[src/rtl/core/kst_pkg.sv]
`default_nettype none
package kst_pkg;
  localparam int DEPTH = 64;
  localparam int PAYLOAD_W = 32;
  localparam int IDX_W = $clog2(DEPTH);

  typedef enum logic [2:0] {
    MODE_FIND  = 3'd0,
    MODE_BLANK = 3'd1,
    MODE_INS   = 3'd2,
    MODE_DEL   = 3'd3,
    MODE_CLR   = 3'd4,
    MODE_COUNT = 3'd5
  } mode_t;

  typedef enum logic [2:0] {
    KIND_I32 = 3'd0,
    KIND_I16 = 3'd1,
    KIND_F32 = 3'd2,
    KIND_F64 = 3'd3,
    KIND_STR = 3'd4
  } kind_t;

  // request sequencer states
  typedef enum logic [1:0] {S_IDLE, S_CMP, S_ACT, S_OUT} ctrl_state_t;

  // per-cycle command broadcast from the controller to every cell
  typedef struct packed {
    logic       insert; // write key/payload into the chosen slot
    logic       clear;  // blank the chosen slot
    logic       shift;  // chosen slot and all later take their upper neighbour
    logic [IDX_W-1:0] sel;
  } cell_cmd_t;

  // blank rule per key kind
  function automatic logic is_blank(input logic [2:0] kind, input logic [63:0] k);
    case (kind)
      KIND_I32: is_blank = (k[31:0] == 32'd0);
      KIND_I16: is_blank = (k[15:0] == 16'd0);
      KIND_F32: is_blank = (k[30:0] == 31'd0);
      KIND_F64: is_blank = (k[62:0] == 63'd0);
      KIND_STR: is_blank = (k[7:0] == 8'd0);
      default:  is_blank = (k == 64'd0);
    endcase
  endfunction

  // equality rule per key kind
  function automatic logic keys_match(input logic [2:0] kind, input logic [63:0] a,
                                      input logic [63:0] b);
    logic nan_a;
    logic nan_b;
    logic done;
    logic res;
    nan_a = 1'b0;
    nan_b = 1'b0;
    done = 1'b0;
    res = 1'b1;
    case (kind)
      KIND_I32: keys_match = (a[31:0] == b[31:0]);
      KIND_I16: keys_match = (a[15:0] == b[15:0]);
      KIND_F32: begin
        nan_a = (a[30:23] == 8'hFF) && (a[22:0] != 23'd0);
        nan_b = (b[30:23] == 8'hFF) && (b[22:0] != 23'd0);
        keys_match = !nan_a && !nan_b &&
                     (((a[30:0] == 31'd0) && (b[30:0] == 31'd0)) || (a[31:0] == b[31:0]));
      end
      KIND_F64: begin
        nan_a = (a[62:52] == 11'h7FF) && (a[51:0] != 52'd0);
        nan_b = (b[62:52] == 11'h7FF) && (b[51:0] != 52'd0);
        keys_match = !nan_a && !nan_b &&
                     (((a[62:0] == 63'd0) && (b[62:0] == 63'd0)) || (a == b));
      end
      KIND_STR: begin
        for (int n = 0; n < 8; n++) begin
          if (!done) begin
            if (a[8*n +: 8] != b[8*n +: 8]) begin
              res = 1'b0;
              done = 1'b1;
            end else if (a[8*n +: 8] == 8'd0) begin
              done = 1'b1;
            end
          end
        end
        keys_match = res;
      end
      default: keys_match = (a == b);
    endcase
  endfunction
endpackage
`default_nettype wire

[src/rtl/core/kst_cell.sv]
`default_nettype none
// One table slot: holds key and payload, tests them against the broadcast
// request, and takes its upper neighbour's contents on a shift.
module kst_cell (
  input  wire logic                         clk,
  input  wire logic                         rst,
  input  wire logic [kst_pkg::IDX_W-1:0]    slot_id,
  input  wire logic [2:0]                   kind,
  input  wire logic [63:0]                  req_key,
  input  wire logic [kst_pkg::PAYLOAD_W-1:0] req_payload,
  input  wire kst_pkg::cell_cmd_t           cmd,
  input  wire logic [63:0]                  up_key,
  input  wire logic [kst_pkg::PAYLOAD_W-1:0] up_payload,
  output logic [63:0]                       key,
  output logic [kst_pkg::PAYLOAD_W-1:0]     payload,
  output logic                              hit,
  output logic                              blank
);
  logic chosen;
  logic at_or_above;

  assign chosen      = (cmd.sel == slot_id);
  assign at_or_above = (slot_id >= cmd.sel);

  // registered compare results, read by the controller
  always_ff @(posedge clk) begin
    hit   <= kst_pkg::keys_match(kind, key, req_key);
    blank <= kst_pkg::is_blank(kind, key);
  end

  // slot contents
  always_ff @(posedge clk) begin
    if (rst) begin
      key     <= '0;
      payload <= '0;
    end else if (cmd.shift && at_or_above) begin
      key     <= up_key;
      payload <= up_payload;
    end else if (cmd.insert && chosen) begin
      key     <= req_key;
      payload <= req_payload;
    end else if (cmd.clear && chosen) begin
      key     <= '0;
      payload <= '0;
    end
  end
endmodule
`default_nettype wire

[config.mk]
export PLATFORM = sky130hd
export DESIGN_NAME = kst_cell
export DESIGN_NICKNAME = d
export VERILOG_FILES = /design/src/rtl/core/kst_pkg.sv /design/src/rtl/core/kst_cell.sv
export SDC_FILE = /design/constraint.sdc
export NUM_CORES = 1
export LEC_CHECK = 0
export BUFFER_PORTS_ARGS = -buffer_cell sky130_fd_sc_hd__buf_2
export CORE_MARGIN = 4
export CORE_UTILIZATION = 37
export CTS_BUF_LIST = sky130_fd_sc_hd__clkbuf_16
export DETAILED_ROUTE_END_ITERATION = 8
export PLACE_DENSITY_LB_ADDON = 0.2
export RECOVER_POWER = 100
export SLEW_MARGIN = 15
export SYNTH_ARGS = -nofsm -noshare
export SYNTH_HDL_FRONTEND = slang
export SYNTH_SLANG_ARGS = --single-unit
[constraint.sdc]
create_clock -name clk -period 4.85 [get_ports clk]
set_clock_uncertainty 0.15 [all_clocks]
set_input_delay 0.97 -clock clk [delete_from_list [all_inputs] [get_ports clk]]
set_output_delay 0.97 -clock clk [all_outputs]
set_load 0.01 [all_outputs]
==> impl_results.md <==
* Status: finished, violations left
* Failing checks: design-rule violations
* Syn_area_per_cell at 9.11 µm²
* Startpoint types: input pin
* H-tree depth at 3
* Slew @ Worst Pin at 1.04 ns
* CTS-repair resized insts at 0
* Post-synthesis simple-gate area fraction at 0.196
* Hold WS at 0.355 ns
* Synth area leader: dfxtp_1
* Path type of the worst min-delay path: reg -> reg
* Setup CP Type: in -> reg
* Post-synthesis register bit count at 98
* IO buf count at 309
* First-iteration detailed-routing DRC count at 747
* Nets at 1,050
* Max-slew headroom at 0.304
* Unique masters post-synth at 43
* Final slew viol count at 0
* CP startpoint: slot_id[0]
* Largest net degree at the start of global routing at 97
* FP Rows at 42
* Reg2Reg Capture Point: hit
* Largest family of logic cells by synthesized area: compound AO/OA/AOI/OAI gates
* Most common library cells after synthesis: nor2_1 (104), dfxtp_1 (98), a222oi_1 (96)
* Post-DP HPWL at 14,700 µm
* Post-synthesis mux area share at 0.00200
* Critical path endpoint category: flip-flop
* Crit-path max FO at 96
* Leakage at around 2.8 nW
* CP required at 4.97 ns
* Layout cell share with drive strength beyond 1 at 0.280
* Initial antenna violation count at 1
* Max-cap violation count at 0
* RSZ-0062 raised after global routing: no
* Antenna viol nets, final at 0
* Tmin final at between 3 and 4 ns
* Hold buffer count at CTS at 0
* Setup tns final at 0 ns
* Die area at 0.0155 mm²
* IO Pins at 310
* Synth Area in Compound Gates at 0.242
* Synthesized area at 0.00502 mm²
* Vias in the first global route at 5,937
* Postcts setup bufs at 0
* Clock slew at reported path FFs at 0.06 ns
* Synth warn at 0
* Wirelength, routed at 19,400 µm
* Cell Pwr Density at 297 mW/mm²
* Gpl congestion at 0.871
* Drt drc at 6
* Setup Slack @ Placement at 1.21 ns
* Area contributors post-synth: dfxtp_1 (39%), a222oi_1 (19%), nor2_1 (7.8%)
* Root buffer cell: clkbuf_16
* Die Y-Extent at 124 µm
* EDFF count, synth at 0
* # clock sinks at 98
* Initial Util at 0.379
* Core ar. at 0.0132 mm²
* CTS tree: done
* First-pass GRT wire length at 30,500 µm
* Fmax at approximately 280 MHz
* Layout Cells excl Fill at 1,013
* Post-Synth XOR/XNOR Area at 0.112
* Detailed Routing Iterations Pass 1 at 9
* GRT Overall Usage at 0.237
* Clock Latency Late Sink at 0.35 ns
* Worst VDD drop at 164 µV
* R2R cell count at 7
* Gr ovfl total at 0
* Final setup fails at 0
* Dpl cells at 997
* Most used DFF post-synth: dfxtp_1
* Die W at approximately 120 µm
* Number of CTS-inserted buffers at 9
* Reg-to-Reg Start: key[5]
* Period utilization at 0.731
* Crit path DAT at approximately 3.7 ns
* Post-Syn Instances at 551
* Reg-to-reg slack, setup at about 2.3 ns
* Area Growth Syn to Fin at 35.1%
* Detailed-route wire length per cell at 19.2 µm
* Mapped Nets at 769
* Hold Violations, Final at 0
* Ys async rst share at 0
* Vias per cell at 5.96
* Longest Clk Path Bufs at 2
* Share of the synthesized area in the top cell type at 0.391
* Adder-Cell Fraction of Synth Area at 0.0150
* Most frequent cell after synthesis: nor2_1
* Post-synthesis sequential area ratio at 0.391
* Worst Setup EP: key[25]
* Fillers at 1,394
* Fin worst setup slack at 1.30 ns
* Via Count at 6,039
==> metal layers <==
metal	global-route usage	vias up	routed length, µm
met5	0	-	0
li1	-	2772	-
met2	0.413	322	9690
met3	0.0699	30	1880
met1	0.279	2915	7530
met4	0.0774	0	340
==> state kept, by name, indices dropped and copies added, names as in the netlist <==
| name | cells |
|---|---|
| key | 64 |
| payload | 32 |
| blank | 1 |
| hit | 1 |
==> final cells by class <==
cell class | count | area (µm²) | area share
multi-input cells | 403 | 2860 | 0.422
flip-flops and latches | 98 | 1960 | 0.289
repair buffers | 313 | 1460 | 0.215
clock buffers | 9 | 225 | 0.0332
well taps | 176 | 220 | 0.0325
clock inverters | 6 | 27.5 | 0.00406
inverters | 7 | 26.3 | 0.00388
diodes | 1 | 2.50 | 0.000369
==> where the power goes <==
| part | total [W] | internal, W | switching [W] |
|---|---|---|---|
| Combinational | 0.000470 | 0.000208 | 0.000263 |
| Sequential | 0.000912 | 0.000856 | 0.0000564 |
| Clock | 0.000634 | 0.000337 | 0.000297 |
==> cells by family (layout without fill, tap and decap cells) <==
family / Yosys count / after routing
other: 0 / 1
AND/OR/NAND/NOR: 204 / 204
adder cells (fa/ha/maj): 6 / 6
multiplexers: 1 / 1
XOR/XNOR: 64 / 64
flip-flops: 98 / 98
buffers and inverters: 50 / 335
AO/OA/AOI/OAI: 128 / 128
==> worst min-delay path by stage <==
stage             endpoint   startpoint  cells past startpoint
2_1_floorplan   payload[0]   payload[0]                      2
3_3_place_gp   payload[19]  payload[19]                      2
3_5_place_dp   payload[20]  payload[20]                      2
4_1_cts        payload[20]  payload[20]                      2
5_1_grt         payload[5]   payload[5]                      2
6_report       payload[20]  payload[20]                      2
==> placed cells by master (no fill, tap or decap), drive strengths merged, types with 2 or more instances in the layout <==
cell and n:
clkbuf 107, o21ai 8, nor2 104, nand3 6, a2111oi 2, ha 6, a31oi 2, nor3 9
nand4 24, inv 9, nor4 36, or4 2, a21o 3, a222oi 96, clkinv 3, dfxtp 98
a21oi 5, xnor2 40, xor2 24, a211oi 3, buf 215, nand2 17
==> through the flow <==
stage / area [µm²] / power [W] / utilization
floorplan: 5020 / 0.00119 / -
global placement: 6650 / 0.00140 / 0.502
detailed placement: 6650 / 0.00141 / 0.502
CTS: 6910 / 0.00205 / 0.521
global route: 6780 / 0.00213 / 0.512
finish: 6780 / 0.00202 / 0.512
==> critical path, cell delays in order <==
cell and delay, ns:
buf_2 0.08, inv_1 0.03, ha_1 0.28, nand2b_1 0.10, a21o_1 0.11, a21oi_1 0.05
o21ai_0 0.61, and2_4 0.95, a222oi_1 0.29, nor2_1 0.13
Power figures use the tool's default switching activity.
