### src/rtl/core/kst_pkg.sv
`default_nettype none
package kst_pkg;
  localparam int DEPTH = 64;
  localparam int PAYLOAD_W = 32;
  localparam int IDX_W = $clog2(DEPTH);

  typedef enum logic [2:0] {
    MODE_FIND  = 3'd0,
    MODE_BLANK = 3'd1,
    MODE_INS   = 3'd2,
    MODE_DEL   = 3'd3,
    MODE_CLR   = 3'd4,
    MODE_COUNT = 3'd5
  } mode_t;

  typedef enum logic [2:0] {
    KIND_I32 = 3'd0,
    KIND_I16 = 3'd1,
    KIND_F32 = 3'd2,
    KIND_F64 = 3'd3,
    KIND_STR = 3'd4
  } kind_t;

  // request sequencer states
  typedef enum logic [1:0] {S_IDLE, S_CMP, S_ACT, S_OUT} ctrl_state_t;

  // per-cycle command broadcast from the controller to every cell
  typedef struct packed {
    logic       insert; // write key/payload into the chosen slot
    logic       clear;  // blank the chosen slot
    logic       shift;  // chosen slot and all later take their upper neighbour
    logic [IDX_W-1:0] sel;
  } cell_cmd_t;

  // blank rule per key kind
  function automatic logic is_blank(input logic [2:0] kind, input logic [63:0] k);
    case (kind)
      KIND_I32: is_blank = (k[31:0] == 32'd0);
      KIND_I16: is_blank = (k[15:0] == 16'd0);
      KIND_F32: is_blank = (k[30:0] == 31'd0);
      KIND_F64: is_blank = (k[62:0] == 63'd0);
      KIND_STR: is_blank = (k[7:0] == 8'd0);
      default:  is_blank = (k == 64'd0);
    endcase
  endfunction

  // equality rule per key kind
  function automatic logic keys_match(input logic [2:0] kind, input logic [63:0] a,
                                      input logic [63:0] b);
    logic nan_a;
    logic nan_b;
    logic done;
    logic res;
    nan_a = 1'b0;
    nan_b = 1'b0;
    done = 1'b0;
    res = 1'b1;
    case (kind)
      KIND_I32: keys_match = (a[31:0] == b[31:0]);
      KIND_I16: keys_match = (a[15:0] == b[15:0]);
      KIND_F32: begin
        nan_a = (a[30:23] == 8'hFF) && (a[22:0] != 23'd0);
        nan_b = (b[30:23] == 8'hFF) && (b[22:0] != 23'd0);
        keys_match = !nan_a && !nan_b &&
                     (((a[30:0] == 31'd0) && (b[30:0] == 31'd0)) || (a[31:0] == b[31:0]));
      end
      KIND_F64: begin
        nan_a = (a[62:52] == 11'h7FF) && (a[51:0] != 52'd0);
        nan_b = (b[62:52] == 11'h7FF) && (b[51:0] != 52'd0);
        keys_match = !nan_a && !nan_b &&
                     (((a[62:0] == 63'd0) && (b[62:0] == 63'd0)) || (a == b));
      end
      KIND_STR: begin
        for (int n = 0; n < 8; n++) begin
          if (!done) begin
            if (a[8*n +: 8] != b[8*n +: 8]) begin
              res = 1'b0;
              done = 1'b1;
            end else if (a[8*n +: 8] == 8'd0) begin
              done = 1'b1;
            end
          end
        end
        keys_match = res;
      end
      default: keys_match = (a == b);
    endcase
  endfunction
endpackage
`default_nettype wire

### src/rtl/core/kst_ctrl.sv
`default_nettype none
// Request sequencer: latches a request, waits for the cells' registered
// flags, priority-picks the first slot and issues the update.
module kst_ctrl (
  input  wire logic                         clk,
  input  wire logic                         rst,
  input  wire logic                         in_valid,
  output logic                              in_stall,
  input  wire logic [2:0]                   mode_in,
  input  wire logic [63:0]                  key_in,
  input  wire logic [kst_pkg::PAYLOAD_W-1:0] payload_in,
  output logic [63:0]                       req_key,
  output logic [kst_pkg::PAYLOAD_W-1:0]     req_payload,
  input  wire logic [kst_pkg::DEPTH-1:0]    hits,
  input  wire logic [kst_pkg::DEPTH-1:0]    blanks,
  output kst_pkg::cell_cmd_t                cmd,
  output logic                              out_valid,
  input  wire logic                         out_stall,
  output logic                              ok,
  output logic [6:0]                        index
);
  kst_pkg::ctrl_state_t state, state_next;
  logic [2:0] mode;
  logic [kst_pkg::DEPTH-1:0] flags;
  logic found;
  logic [kst_pkg::IDX_W-1:0] first;
  logic use_blank;

  assign in_stall  = (state != kst_pkg::S_IDLE);
  assign out_valid = (state == kst_pkg::S_OUT);
  assign use_blank = (mode == kst_pkg::MODE_BLANK) || (mode == kst_pkg::MODE_INS) ||
                     (mode == kst_pkg::MODE_COUNT);
  assign flags = use_blank ? blanks : hits;

  // priority pick of the lowest flagged slot
  always_comb begin
    found = 1'b0;
    first = '0;
    for (int i = kst_pkg::DEPTH - 1; i >= 0; i--) begin
      if (flags[i]) begin
        found = 1'b1;
        first = i[kst_pkg::IDX_W-1:0];
      end
    end
  end

  always_ff @(posedge clk) begin
    if (rst) state <= kst_pkg::S_IDLE;
    else     state <= state_next;
  end

  always_comb begin
    state_next = state;
    cmd = '0;
    cmd.sel = first;
    case (state)
      kst_pkg::S_IDLE: if (in_valid) state_next = kst_pkg::S_CMP;
      kst_pkg::S_CMP:  state_next = kst_pkg::S_ACT;
      kst_pkg::S_ACT: begin
        state_next = kst_pkg::S_OUT;
        if (found) begin
          cmd.insert = (mode == kst_pkg::MODE_INS);
          cmd.shift  = (mode == kst_pkg::MODE_DEL);
          cmd.clear  = (mode == kst_pkg::MODE_CLR);
        end
      end
      kst_pkg::S_OUT: if (!out_stall) state_next = kst_pkg::S_IDLE;
      default: state_next = kst_pkg::S_IDLE;
    endcase
  end

  // request and result registers
  always_ff @(posedge clk) begin
    if (state == kst_pkg::S_IDLE && in_valid) begin
      mode        <= mode_in;
      req_key     <= key_in;
      req_payload <= payload_in;
    end
    if (state == kst_pkg::S_ACT) begin
      case (mode)
        kst_pkg::MODE_FIND, kst_pkg::MODE_BLANK, kst_pkg::MODE_INS,
        kst_pkg::MODE_DEL, kst_pkg::MODE_CLR: begin
          ok    <= found;
          index <= found ? 7'(first) : 7'd0;
        end
        kst_pkg::MODE_COUNT: begin
          ok    <= 1'b1;
          index <= found ? 7'(first) : 7'(kst_pkg::DEPTH);
        end
        default: begin
          ok    <= 1'b0;
          index <= 7'd0;
        end
      endcase
    end
  end

  a_stall: assert property (@(posedge clk) disable iff (rst)
    out_valid |-> in_stall) else $error("input open while result pending");
  a_one_cmd: assert property (@(posedge clk) disable iff (rst)
    $countones({cmd.insert, cmd.shift, cmd.clear}) <= 1) else $error("multiple commands");
  a_cmd_state: assert property (@(posedge clk) disable iff (rst)
    (cmd.insert || cmd.shift || cmd.clear) |-> state == kst_pkg::S_ACT)
    else $error("stray command");
  a_out_next: assert property (@(posedge clk) disable iff (rst)
    state == kst_pkg::S_ACT |=> out_valid) else $error("result missing");
endmodule
`default_nettype wire

### config.mk
export PLATFORM = sky130hd
export DESIGN_NAME = kst_ctrl
export DESIGN_NICKNAME = d
export VERILOG_FILES = /design/src/rtl/core/kst_pkg.sv /design/src/rtl/core/kst_ctrl.sv
export SDC_FILE = /design/constraint.sdc
export NUM_CORES = 1
export LEC_CHECK = 0
export ABC_AREA = 1
export CORE_AREA = 2 2 134 136
export DETAILED_ROUTE_END_ITERATION = 7
export DIE_AREA = 0 0 136 138
export DONT_BUFFER_PORTS = 1
export PLACE_DENSITY = 0.38
export SYNTH_ARGS = -nofsm -noshare
export SYNTH_HDL_FRONTEND = slang
export SYNTH_SLANG_ARGS = --single-unit
### constraint.sdc
create_clock -name clk -period 4.76 [get_ports clk]
set_input_delay 0.476 -clock clk [delete_from_list [all_inputs] [get_ports clk]]
set_output_delay 0.476 -clock clk [all_outputs]
set_load 0.1 [all_outputs]
==> run_results.csv, run 1 <==
group,metric,value,unit
placed_design,gpl_congestion,0.739,
floorplan,die_area,18800,sq um
hold_path,min_from,"rst",
layout,stdcell_area,6110,sq um
route,vias_per_cell,4.50,
clock_network,clk_pin_slew,0.08,ns
setup_path,crit_arrival,4.85,ns
sta,final-hold-violation-count,0,
route,post_drt_wl_per_cell,18.2,um
floorplan,num_io_pins,346,
route,post-route-drc-count,0,
setup_path,worstPathMaxFanout,6,
setup_path,cp_data_required_time,4.28,ns
sta,worst_hold_margin,0.199,ns
global_routing,first_global_vias,3338,
flow_run,drv.max_cap_violation_count,0,
clock_network,numCtsBuffers,9,
outcome,run_status,"finished, violations left",
setup_path,worstReg2RegStart,"mode[0]$_DFFE_PP_",
power_and_ir_drop,pwr_density_cell,758,nW/um^2
setup_path,regToRegEndpoint,"index[0]$_DFFE_PP_",
layout,mostFrequentLayoutCell,"nand2_1",
clock_network,holdBufCountCts,0,
layout,finish.cell_count_without_fillers,703,
route,detailedRoute.firstIterationViolations,114,
logic_synthesis,synthArstFlopShare,0,%
clock_network,clock-root-buffer,"clkbuf_16",
sta,worst_pin_slew,1.11,ns
layout,most_frequent_cells_in_the_layout,"123 x nand2_1, 107 x edfxtp_1, 55 x mux2i_1",
route,first_pass_iters,4,
layout,final_core_util,34.8,%
sta,setup-tns-final,-0.633,ns
placed_design,dp_cells,671,
route,drt_wl_total,12800,um
logic_synthesis,synth_seq_area_share,65.3,%
logic_synthesis,syn_nets,646,
sta,finalClockSkew,0.0133,ns
setup_path,critical_path.slowest_cell,"edfxtp_1",
clock_network,htree_levels,3,
logic_synthesis,synth_area_per_cell,12.1,sq um
setup_path,setup.reg_to_reg.worst_slack,-0.07,ns
route,ant_nets,0,
global_routing,grt_antenna_before_repair,2,
global_routing,largest_net_degree_at_the_start_of_global_routing,62,
floorplan,fp.coreArea,17500,sq um
floorplan,floorplan.die.width,136,um
setup_path,crit_path_max_incr_delay,0.42,ns
logic_synthesis,post_synth_instance_area,4980,sq um
global_routing,global_route_wire_length_before_repair,18400,um
logic_synthesis,yosys_warnings,0,
global_routing,grt_remaining_overflow,0,
sta,final_period_minus_worst_setup_slack,5.33,ns
floorplan,start_util,28.4,%
placed_design,pre_cts_slack,-0.326,ns
floorplan,die-height,138,um
outcome,violations,"negative setup slack",
floorplan,core.rowCount,49,
clock_network,cts_num_sinks,109,
power_and_ir_drop,irDropWorstVdd,0.433,mV
logic_synthesis,synth_enable_flop_cells,107,
layout,synthToLayoutAreaGrowth,22.5,%
placed_design,detailed_place_hpwl,10300,um
clock_network,clkLatencyLatePin,0.36,ns
clock_network,max-clock-path-buffers,2,
sta,slew_viol_final,0,
setup_path,cp_common_cell,"nand2_1",
placed_design,portBuffers,0,
logic_synthesis,ys_ff_latch,109,
placed_design,placed_area,5570,sq um
sta,worst_slew_margin,25.9,%
setup_path,number_of_cells_on_the_worst_reg_to_reg_path,72,
clock_network,tritoncts_clock_tree,"yes",
global_routing,grtUsageTotal,13.2,%
hold_path,holdPathStages,1,
route,via_count,3166,
setup_path,worstSetupStartpointType,"flop",
power_and_ir_drop,power.leakage,2.32,nW
sta,post-route-worst-setup-slack,-0.566,ns
sta,max_freq,188,MHz
hold_path,hold-path-endpoint,"state[1]$_SDFFE_PP0P_",
setup_path,timing.setup.critical_path_class,"reg -> out",
layout,proportion_of_layout_cells_with_a_drive_suffix_above_1,21.6,%
sta,setup_violations,2,
setup_path,element_type_at_the_critical_path_end,"output pin",
hold_path,worstHoldPathType,"in -> reg",
power_and_ir_drop,total_power,4.63,mW
layout,num-nets-final,703,
logic_synthesis,postSynth.topFlopCell,"edfxtp_1",
sta,timing.final.crit_share,112,%
logic_synthesis,yosys.cell_types.count,31,
logic_synthesis,synthCells,411,
sta,grt_setup_unrepaired,"true",
## registers in the layout, indices dropped and copies added, names as in the netlist
signal and flops:
req_key 64, req_payload 32, index 7, mode 3, state 2, ok 1
## critical path: cells and delay by family, from the launching register on
family	cells	cell delay, ns
buffers and inverters	3	0.37
multiplexers	1	0.25
AND/OR/NAND/NOR	62	3.50
flip-flops	1	0.42
## cell families (layout without fill, tap and decap cells)
logic type / after synthesis / in the layout / synth area share (%)
muxes: 60 / 60 / 12.6
other: 0 / 1 / 0
buffers and inverters: 26 / 87 / 3.04
and+or+nand+nor: 195 / 196 / 15.8
AOI/OAI and AO/OA: 17 / 17 / 2.36
adders and majority gates: 4 / 4 / 1.00
DFF: 109 / 109 / 65.3
## synth_stat cells (3+ instances only)
master / n / area, sq um
inv_2: 4 / 15.0
a31oi_1: 4 / 25.0
inv_1: 14 / 52.6
o21bai_1: 4 / 30.0
buf_6: 4 / 45.0
nor2_1: 46 / 173
edfxtp_1: 107 / 3210
nor3_1: 3 / 15.0
nand2_2: 4 / 25.0
nand2_1: 126 / 473
nand3_1: 8 / 40.0
ha_1: 4 / 50.1
mux2i_1: 58 / 581
## worst max-delay path by stage
| stage | start | to | slack (ns) | cells after the start |
|---|---|---|---|---|
| 6_report | mode[2]$_DFFE_PP_ | cmd[0] | -0.57 | 66 |
| 5_1_grt | mode[0]$_DFFE_PP_ | cmd[0] | -1.33 | 70 |
| 4_1_cts | mode[2]$_DFFE_PP_ | cmd[0] | -0.66 | 66 |
| 3_5_place_dp | mode[1]$_DFFE_PP_ | cmd[0] | -0.33 | 66 |
| 3_3_place_gp | mode[1]$_DFFE_PP_ | cmd[0] | -0.27 | 61 |
| 2_1_floorplan | mode[0]$_DFFE_PP_ | cmd[6] | -0.22 | 18 |
## power by group
part / internal (mW) / leakage [nW] / switching (mW)
clock network: 0.389 / 0.157 / 0.398
registers: 1.37 / 1.03 / 1.55
logic: 0.349 / 1.14 / 0.572
total: 2.11 / 2.32 / 2.52
## routing by layer
| metal | vias up | GRT usage [%] | part of all wire (%) |
|---|---|---|---|
| li1 | 1549 | - | - |
| met1 | 1424 | 13.8 | 36 |
| met2 | 182 | 23.7 | 53 |
| met3 | 11 | 5.76 | 9.9 |
| met4 | 0 | 3.56 | 1.4 |
| met5 | - | 0 | 0 |
## what timing repair did
item / CTS / global route
gates cloned: 0 / 1
endpoints found under the setup margin: 2 / 3
pin swaps: 2 / 18
gates resized for setup: 10 / 15
setup buffers: 8 / 6
## layout make-up
type	count	area [sq um]
clock inverter	7	101
multi-input combinational	277	1680
tap	229	287
timing repair buffer	52	485
fill	1763	11400
sequential	109	3250
clock buffer	9	225
antenna	1	2.50
inverter	19	76.3
Power figures use the tool's default switching activity.
==> run 2, diff against run 1 <==
Settings changed: CTS_BUF_LIST set to sky130_fd_sc_hd__clkbuf_16, GPL_TIMING_DRIVEN set to 0.
==> run 2 against run 1 <==
Worst hold slack lost 0.0087 ns. The run still ends with negative setup slack left. Register-to-register slack gained 0.16 ns. Design area shrank 3.5%. Total power shrank 1.5%. Largest power group unchanged.
==> run_results.csv, run 2 (synthesized netlist as in run 1, its figures left out) <==
group,metric,value,unit
placed_design,portBuffers,0,
setup_path,crit_path_max_incr_delay,0.46,ns
route,first_pass_iters,5,
route,ant_nets,0,
clock_network,cts_num_sinks,109,
layout,finish.cell_count_without_fillers,671,
floorplan,num_io_pins,346,
sta,slew_viol_final,0,
global_routing,largest_net_degree_at_the_start_of_global_routing,72,
layout,number_of_flip_flops_under_the_largest_register_name,64,
floorplan,floorplan.die.width,136,um
setup_path,worstPathMaxFanout,5,
power_and_ir_drop,pwr_density_cell,773,nW/um^2
placed_design,pre_cts_slack,-0.619,ns
sta,final_period_minus_worst_setup_slack,5.55,ns
placed_design,dp_cells,645,
route,post_drt_wl_per_cell,18.9,um
setup_path,crit_arrival,5.07,ns
layout,num-nets-final,671,
clock_network,clk_pin_slew,0.08,ns
layout,largest_register,"req_key",
clock_network,htree_levels,3,
sta,worst_pin_slew,1.08,ns
floorplan,die_area,18800,sq um
layout,proportion_of_layout_cells_with_a_drive_suffix_above_1,15.4,%
global_routing,grt_antenna_before_repair,2,
setup_path,cp_common_cell,"nand2_1",
layout,mostFrequentLayoutCell,"nand2_1",
placed_design,placed_area,5420,sq um
sta,worst_slew_margin,28.0,%
route,via_count,3094,
route,detailedRoute.firstIterationViolations,140,
power_and_ir_drop,irDropWorstVdd,0.391,mV
power_and_ir_drop,power.leakage,2.16,nW
sta,setup_violations,1,
layout,synthToLayoutAreaGrowth,18.3,%
layout,final.fill_count,1812,
route,vias_per_cell,4.61,
clock_network,numCtsBuffers,9,
route,post-route-drc-count,0,
floorplan,die-height,138,um
outcome,violations,"negative setup slack",
floorplan,start_util,28.4,%
setup_path,worstSetupStartpointType,"flop",
sta,worst_hold_margin,0.190,ns
clock_network,max-clock-path-buffers,2,
layout,stdcell_area,5900,sq um
layout,most_frequent_cells_in_the_layout,"123 x nand2_1, 107 x edfxtp_1, 55 x mux2i_1",
sta,max_freq,180,MHz
setup_path,cp_data_required_time,4.28,ns
global_routing,global_route_wire_length_before_repair,18500,um
clock_network,holdBufCountCts,0,
clock_network,tritoncts_clock_tree,"yes",
placed_design,detailed_place_hpwl,10200,um
clock_network,clkLatencyLatePin,0.36,ns
placed_design,gpl_congestion,0.735,
floorplan,fp.coreArea,17500,sq um
global_routing,grt_remaining_overflow,0,
layout,area_of_combinational_cells_with_multiple_inputs,1660,sq um
sta,finalClockSkew,0.0105,ns
route,drt_wl_total,12700,um
sta,final-hold-violation-count,0,
layout,reg_top3,"req_key: 64 flops, req_payload: 32 flops, index: 7 flops",
hold_path,worstHoldPathType,"in -> reg",
layout,area_taken_by_flip_flops_and_latches,3250,sq um
global_routing,first_global_vias,3314,
floorplan,core.rowCount,49,
setup_path,element_type_at_the_critical_path_end,"output pin",
clock_network,clock-root-buffer,"clkbuf_16",
flow_run,drv.max_cap_violation_count,0,
setup_path,timing.setup.critical_path_class,"reg -> out",
outcome,run_status,"finished, violations left",
sta,grt_setup_unrepaired,"true",
setup_path,critical_path.slowest_cell,"edfxtp_1",
global_routing,grtUsageTotal,13.3,%
sta,timing.final.crit_share,117,%
sta,post-route-worst-setup-slack,-0.787,ns
-- run 2: path summary, 6_finish.rpt --
kind / from / end / slack [ns] / depth (start not counted)
worst max-delay path: mode[0]$_DFFE_PP_ / cmd[0] / -0.79 / 66
worst min-delay path: rst / state[0]$_SDFFE_PP0P_ / 0.19 / 1
worst max register to register: mode[0]$_DFFE_PP_ / index[0]$_DFFE_PP_ / 0.09 / 67
worst min register to register: state[1]$_SDFFE_PP0P_ / state[1]$_SDFFE_PP0P_ / 0.55 / 2
-- run 2: timing repair --
| action | 4_1_cts | 5_1_grt |
|---|---|---|
| gates cloned | 0 | 1 |
| resized for setup | 12 | 5 |
| pin swaps | 0 | 4 |
| buffers inserted | 5 | 3 |
| endpoints found under the setup margin | 7 | 7 |
-- run 2: stage by stage --
stage                     setup TNS (ns)  power, mW  util (%)
final                             -0.787       4.56      33.6
after global routing               -2.70       4.74      33.6
after CTS                         -0.918       4.59      33.2
after detailed placement          -0.632       3.74      30.9
after global placement             -2.74       3.74      30.1
after floorplan                   -0.435       3.56         -
-- run 2: area by class of cell --
type | count | share of cell area [%]
Sequential cell | 109 | 55.2
Multi-Input combinational cell | 276 | 28.2
Tap cell | 229 | 4.86
Clock buffer | 9 | 3.82
Timing Repair Buffer | 14 | 3.44
Clock inverter | 7 | 1.72
Buffer | 7 | 1.42
Inverter | 19 | 1.38
Antenna cell | 1 | 0.0424
-- run 2: layer usage --
| layer | part of all wire [%] | global-route usage, % |
|---|---|---|
| met1 | 36 | 13.8 |
| met2 | 53 | 23.8 |
| met3 | 9.8 | 5.98 |
| met4 | 1.0 | 4.11 |
| met5 | 0.10 | 0 |
-- run 2: critical path: cells and delay by family (launching register included) --
kind                   cells  cell delay [ns]
and+or+nand+nor           62             3.37
DFF                        1             0.46
muxes                      1             0.22
buffers and inverters      3             0.66
-- run 2: power breakdown --
part | switching, mW | internal, mW
Combinational | 0.553 | 0.299
Clock | 0.401 | 0.389
Sequential | 1.55 | 1.36
